**src/hdl/msc_pkg.sv**
```systemverilog
package msc_pkg;

  localparam int unsigned DmemWordsDef = 1024;
  localparam int unsigned NumRegsDef   = 32;
  localparam logic [31:0] GpInit       = 32'h1000_8000;
  localparam logic [31:0] DmemBase     = 32'h1000_0000;
  localparam logic [31:0] PcHighMask   = 32'hf000_0000;
  localparam logic [31:0] StartPcRst   = 32'h0040_0000;

  // primary opcodes
  localparam logic [5:0] OpSpecial = 6'h00;
  localparam logic [5:0] OpJ       = 6'h02;
  localparam logic [5:0] OpJal     = 6'h03;
  localparam logic [5:0] OpBeq     = 6'h04;
  localparam logic [5:0] OpBne     = 6'h05;
  localparam logic [5:0] OpAddiu   = 6'h09;
  localparam logic [5:0] OpAndi    = 6'h0c;
  localparam logic [5:0] OpLui     = 6'h0f;
  localparam logic [5:0] OpTrap    = 6'h1a;
  localparam logic [5:0] OpLw      = 6'h23;
  localparam logic [5:0] OpSw      = 6'h2b;

  // special function codes
  localparam logic [5:0] FnSll  = 6'h00;
  localparam logic [5:0] FnSra  = 6'h03;
  localparam logic [5:0] FnJr   = 6'h08;
  localparam logic [5:0] FnMfhi = 6'h10;
  localparam logic [5:0] FnMflo = 6'h12;
  localparam logic [5:0] FnMult = 6'h18;
  localparam logic [5:0] FnDiv  = 6'h1a;
  localparam logic [5:0] FnAddu = 6'h21;
  localparam logic [5:0] FnSubu = 6'h23;
  localparam logic [5:0] FnSlt  = 6'h2a;

  // trap codes
  localparam logic [3:0] TrNewline = 4'h0;
  localparam logic [3:0] TrPrint   = 4'h1;
  localparam logic [3:0] TrRead    = 4'h5;

  // console events
  localparam logic [1:0] EvNone    = 2'd0;
  localparam logic [1:0] EvNewline = 2'd1;
  localparam logic [1:0] EvPrint   = 2'd2;
  localparam logic [1:0] EvRead    = 2'd3;

  // divider request and response
  typedef struct packed {
    logic        start;
    logic [31:0] dividend;
    logic [31:0] divisor;
  } div_req_t;

  typedef struct packed {
    logic        done;
    logic [31:0] quot;
    logic [31:0] rem;
  } div_rsp_t;

endpackage

```
**src/hdl/msc_div.sv**
```systemverilog
module msc_div (
  input  logic             clk_i,
  input  logic             rst_ni,
  input  msc_pkg::div_req_t req_i,
  output msc_pkg::div_rsp_t rsp_o
);
  import msc_pkg::*;

  logic        busy_q, busy_d;
  logic [5:0]  cnt_q, cnt_d;
  logic [31:0] quo_q, quo_d;
  logic [31:0] rem_q, rem_d;
  logic [31:0] dvs_q, dvs_d;
  logic        done_q, done_d;
  logic [32:0] trial;

  // restoring unsigned divide, one quotient bit a cycle
  always_comb begin
    busy_d = busy_q;
    cnt_d  = cnt_q;
    quo_d  = quo_q;
    rem_d  = rem_q;
    dvs_d  = dvs_q;
    done_d = 1'b0;
    trial  = {rem_q, quo_q[31]} - {1'b0, dvs_q};
    if (req_i.start) begin
      busy_d = 1'b1;
      cnt_d  = 6'd0;
      quo_d  = req_i.dividend;
      rem_d  = '0;
      dvs_d  = req_i.divisor;
    end else if (busy_q) begin
      if (!trial[32]) begin
        rem_d = trial[31:0];
        quo_d = {quo_q[30:0], 1'b1};
      end else begin
        rem_d = {rem_q[30:0], quo_q[31]};
        quo_d = {quo_q[30:0], 1'b0};
      end
      cnt_d = cnt_q + 6'd1;
      if (cnt_q == 6'd31) begin
        busy_d = 1'b0;
        done_d = 1'b1;
      end
    end
  end

  always_ff @(posedge clk_i or negedge rst_ni) begin
    if (!rst_ni) begin
      busy_q <= 1'b0;
      done_q <= 1'b0;
      cnt_q  <= '0;
    end else begin
      busy_q <= busy_d;
      done_q <= done_d;
      cnt_q  <= cnt_d;
    end
  end

  always_ff @(posedge clk_i) begin
    quo_q <= quo_d;
    rem_q <= rem_d;
    dvs_q <= dvs_d;
  end

  assign rsp_o.done = done_q;
  assign rsp_o.quot = quo_q;
  assign rsp_o.rem  = rem_q;

endmodule

```
**config.mk**
```make
export PLATFORM = sky130hd
export DESIGN_NAME = msc_div
export DESIGN_NICKNAME = d
export VERILOG_FILES = /design/src/hdl/msc_pkg.sv /design/src/hdl/msc_div.sv
export SDC_FILE = /design/constraint.sdc
export NUM_CORES = 1
export LEC_CHECK = 0
export BUFFER_PORTS_ARGS = -buffer_cell sky130_fd_sc_hd__buf_2
export CORE_AREA = 5 5 182 96
export CTS_CLUSTER_DIAMETER = 40
export DETAILED_ROUTE_END_ITERATION = 10
export DIE_AREA = 0 0 187 101
export SKIP_LAST_GASP = 1
export SYNTH_ARGS = -nofsm -noshare
export SYNTH_HDL_FRONTEND = slang
export SYNTH_SLANG_ARGS = --single-unit
```
**constraint.sdc**
```tcl
create_clock -name clk_i -period 5.79 [get_ports clk_i]
set_clock_uncertainty 0.15 [all_clocks]
set_input_delay 1.4475 -clock clk_i [delete_from_list [all_inputs] [get_ports clk_i]]
set_output_delay 1.4475 -clock clk_i [all_outputs]
set_load 0.005 [all_outputs]
```
==> Word level (Yosys, flattened, before mapping) <==
Index checks and enable logic that the tools add are counted.
{ "word_totals": {"regBits": 104, "inputBits": 67} }
{ "classes": {"muxes": 12, "addsub": 2, "reduce_logical": 1, "n_eq_ne": 1} }
{ "op_table": {"columns": ["operator", "count"], "rows": [
  ["$mux 32", 3],
  ["$sub 33x32->33", 1],
  ["$mux 6", 2],
  ["$mux 1", 7],
  ["$add 6x1->6 const B", 1],
  ["$eq 6x5->1 const B", 1],
  ["$reduce_bool 2->1", 1]
]} }

==> Depth between registers and ports, before layout <==
{ "depth": {"word_depth": 4, "ltp_mapped": 13, "mapped_depth_nobuf": 11} }

==> Worst setup path before layout <==
OpenSTA, ideal clock, no wires.
{ "synth_timing": {"path_kind": "input port to flip-flop", "startpoint": "input req_i[64] (netlist bit)", "endpoint": "register quo_q[0] (enable)", "t_arrival_ns": 2.486, "setup_ns": 0.387, "setup_slack_ns": 2.767, "stages": 3, "cell_sequence": "clkbuf_1 > nor2_1 > inv_1"} }
{ "synth_between": {"elab_chain_len": 1} }
{ "synth_rtl": {"columns": ["item", "line", "source"], "rows": [
  ["from (decl)", "msc_div.sv:4", "input msc_pkg::div_req_t req_i,"],
  ["$reduce_bool 2->1 (no line)", null, null],
  ["to (signal assigned)", "msc_div.sv:61", "quo_q <= quo_d;"],
  ["to (decl)", "msc_div.sv:11", "logic [31:0] quo_q, quo_d;"]
]} }
Every way passes these cells.
A chain may end at the register's enable or synchronous reset.

==> Worst setup path after layout <==
{ "layout_timing": {"startpoint": "register quo_q[31]", "endpoint": "register rem_q[0]"} }
{ "layout_between": {"elab_chain_len": 2} }
{ "layout_rtl": {"columns": ["item", "line", "source"], "rows": [
  ["$sub 33x32->33", "msc_div.sv:25", "trial = {rem_q, quo_q[31]} - {1'b0, dvs_q};"],
  ["$mux 32 *", "msc_div.sv:33", "if (!trial[32]) begin"],
  ["to (signal assigned)", "msc_div.sv:62", "rem_q <= rem_d;"],
  ["to (decl)", "msc_div.sv:12", "logic [31:0] rem_q, rem_d;"]
]} }
Mark *: on every way between the ends. The rest lies on a longest branch, timed or not.

==> summary.txt <==
Final layout
  • Final nets: 815
  • Layout cells sized above 1: 28.0%
  • Area Growth Syn to Fin: 18.1%
  • Diode count: 0

Synth
  • Ys flop type: edfxtp_1
  • Cell area after synthesis: 0.00614 mm2
  • Gate Count Post-Synth: 596
  • Top-area cell type share of the netlist area: 31.3%
  • Largest area contributor in the netlist: edfxtp_1
  • Synth Net Count: 697
  • Register area share after synthesis: 45.0%
  • Async S/R FF share, synth: 7.69%
  • Ranking of synthesized cells by area: edfxtp_1, dfxtp_1, ha_1
  • Post-synth EDFFs: 64
  • Yosys reg bits: 104
  • Synth unique cells: 64
  • Yosys warnings: 0
  • Average size of a mapped cell: 10.3 um2

CTS
  • TritonCTS buffer count: 9
  • Clk root buf: clkbuf_16
  • # H-tree levels: 3
  • CTS clk-pin slew, worst paths: 0.07 ns
  • CTS sink count: 104
  • CTS tree: yes
  • Worst skew pair latency: 0.35 ns
  • Hold_buf cts: 0
  • Post-CTS setup buffer count: 0
  • Max Root-Sink Buffers: 2
  • Gates resized, CTS repair: 0

Worst setup path
  • Buffers & Inverters on Critical Path: 1
  • Slowest CP cell: and3b_2
  • CP startpoint kind: flop
  • RR Endpoint: rem_q[0]$_SDFFE_PP0P_
  • Crit path kind: flop to flop
  • Worst reg-to-reg setup slack: 1.96 ns
  • Worst r2r src: quo_q[31]$_DFFE_PP_
  • CP delay by family, top: simple AND/OR/NAND/NOR gates
  • Reg2reg path depth: 11
  • Worst-path fanout max: 39
  • Critical path cell sequence: inv_1 > ha_1 > fa_1 > nand2b_1 > a21o_1 > a211o_1 > nand3b_2 > a2111oi_2 > and3b_2 > mux2_1 > a211oi_1
  • Critical path data required time: 5.89 ns
  • WP depth: 11
  • Critical path's largest stage delay: 0.96 ns
  • Critical path capture point type: flop
  • Worst path arrival time: 3.93 ns

STA
  • Worst Setup Slack, final: 1.96 ns
  • Final Cycle Share: 66.1%
  • Max Slew Vio Count: 0
  • Hold Fails Final Rpt: 0
  • RSZ-0062 raised after global routing: false
  • Fmax: 261 MHz
  • # setup viols final: 0
  • TNS Setup: 0 ns
  • Slew HR: 19.7%
  • Worst-Margin Slew: 1.20 ns
  • Crit path time final: 3.83 ns

Global routing
  • Initial antenna violation count: 0
  • Via count of the first global-routing pass: 4,734
  • Largest net degree at the start of global routing: 53
  • Total GRT Usage: 16.9%
  • Total grt overflow: 0
  • First-pass GRT wire length: 25,700 um

Min path
  • Worst hold stages: 2
  • HP Class: flop to flop
  • HP Start: rem_q[23]$_SDFFE_PP0P_
  • Hold Path End: rem_q[23]$_SDFFE_PP0P_

Floorplanning
  • Num rows: 33
  • Starting Density: 38.7%
  • Die H: 101 um
  • DIE AREA: 0.0189 mm2
  • Core Footprint: 0.0159 mm2
  • Die X: 187 um
  • I/O pins: 132

Place
  • I/O Buffers: 131
  • RD Place Congestion: 0.872
  • Pre-CTS WS: 1.96 ns
  • Post-DP HPWL: 12,300 um

Route
  • Detail Route Antenna Nets: 0
  • Detailed-route vias per instance: 5.40
  • DRC errors left: 0
  • First-pass DRT Iterations: 5
  • Initial DRC count: 399
  • Routed wire per std cell: 17.4 um
  • Vias: 5,013
  • WL final: 16,200 um

Pwr
  • Cell Pwr Density: 313 mW/mm2
  • Peak VDD IR: 0.175 mV
  • Leak: 3.34 nW

Status
  • Status: complete, no violations

Job
  • Max Cap Violations: 0
-- how the worst max path moves through the flow --
stage | start | to | slack [ns]
after global placement | req_i[64] | quo_q[11]$_DFFE_PP_ | 2.13
after global routing | quo_q[31]$_DFFE_PP_ | rem_q[0]$_SDFFE_PP0P_ | 1.76
after detailed placement | quo_q[31]$_DFFE_PP_ | rem_q[0]$_SDFFE_PP0P_ | 1.96
final | quo_q[31]$_DFFE_PP_ | rem_q[0]$_SDFFE_PP0P_ | 1.96
after floorplan | req_i[64] | quo_q[0]$_DFFE_PP_ | 2.77
after CTS | quo_q[31]$_DFFE_PP_ | rem_q[0]$_SDFFE_PP0P_ | 1.94
-- kinds of logic after synthesis --
group	count (synthesis)	synth area share (%)
and+or+nand+nor	152	12.5
AOI/OAI and AO/OA	148	16.0
DFF	104	45.0
buffers and inverters	70	5.08
muxes	58	10.1
adders and majority gates	34	7.05
xor gates and xnor gates	30	4.28
-- cell usage in the layout, fill, tap and decap left out, drive strengths merged, types with 2 or more instances in the layout --
master / Yosys / final
edfxtp: 64 / 64
clkbuf: 14 / 9
o31ai: 5 / 5
nand4: 6 / 6
xor2: 11 / 11
dfrtp: 8 / 8
clkinv: 0 / 3
buf: 13 / 134
and4: 3 / 3
o211ai: 6 / 6
and3: 4 / 4
or3: 2 / 2
mux2: 32 / 32
inv: 43 / 46
nand3: 8 / 8
and2: 3 / 3
mux2i: 26 / 26
a21o: 11 / 11
dfxtp: 32 / 32
o21a: 2 / 2
nand2b: 13 / 13
nand4b: 3 / 3
ha: 33 / 33
a211oi: 22 / 22
nor3: 4 / 4
o21ai: 36 / 36
a31oi: 3 / 3
xnor2: 19 / 19
a32oi: 4 / 4
o311ai: 4 / 4
a21oi: 44 / 44
or4: 4 / 4
o21ba: 3 / 3
nor4: 2 / 2
nor2: 48 / 48
nor2b: 8 / 8
nand2: 38 / 38
-- metrics by stage --
stage	hold slack, ns	total power, W	util, %	instances	cell area, um2
2_1_floorplan	0.333	0.00142	-	596	6140
3_3_place_gp	0.358	0.00162	43.7	913	6930
3_5_place_dp	0.357	0.00163	43.7	913	6930
4_1_cts	0.367	0.00228	45.7	929	7250
5_1_grt	0.412	0.00240	45.7	929	7250
6_report	0.366	0.00227	45.7	929	7250
-- metal layers --
layer  routed length, um  track usage (%)  part of all wire (%)
met1                8660             26.4                    53
met2                6010             22.8                    37
met3                1410             5.29                   8.7
met4                 121             2.56                  0.75
met5                   0                0                     0
-- layout make-up --
cell class              count  area (um2)
flip-flops and latches    104        2760
clock buffers               9         225
fillers                  1524        8610
well taps                 210         263
inverters                  43         161
clock inverters             7        88.8
multi-input cells         422        3070
repair buffers            134         681
-- power by group --
part | leakage, nW | total, W | internal (W) | switching [W]
clock network | 0.155 | 0.000643 | 0.000346 | 0.000297
registers | 1.02 | 0.000936 | 0.000872 | 0.0000639
logic | 2.17 | 0.000693 | 0.000303 | 0.000390
total | 3.34 | 0.00227 | 0.00152 | 0.000751
-- state kept, by name, summed over array words and instances (netlist names) --
register and count:
dvs_q 32, quo_q 32, rem_q 32, cnt_q 6
busy_q 1, done_q 1
-- cell usage after synthesis, drive strengths merged (2+ instances only) --
| library cell | number |
|---|---|
| o21ai | 36 |
| nor2b | 8 |
| a21o | 11 |
| o21ba | 3 |
| nand4b | 3 |
| nor2 | 48 |
| clkbuf | 14 |
| dfrtp | 8 |
| edfxtp | 64 |
| mux2 | 32 |
| and2 | 3 |
| o311ai | 4 |
| or3 | 2 |
| nor3 | 4 |
| nand4 | 6 |
| a31oi | 3 |
| a21oi | 44 |
| inv | 43 |
| a211oi | 22 |
| xor2 | 11 |
| a32oi | 4 |
| or4 | 4 |
| and4 | 3 |
| o21a | 2 |
| dfxtp | 32 |
| xnor2 | 19 |
| buf | 13 |
| mux2i | 26 |
| and3 | 4 |
| nand2b | 13 |
| nand2 | 38 |
| ha | 33 |
| nor4 | 2 |
| o31ai | 5 |
| nand3 | 8 |
| o211ai | 6 |
-- worst min-delay path: stages (launching register included) --
cell	delay, ns
dfxtp_1	0.34
nand2_1	0.06
o21ai_0	0.06
Note: power is estimated with default switching activity, not from simulation.
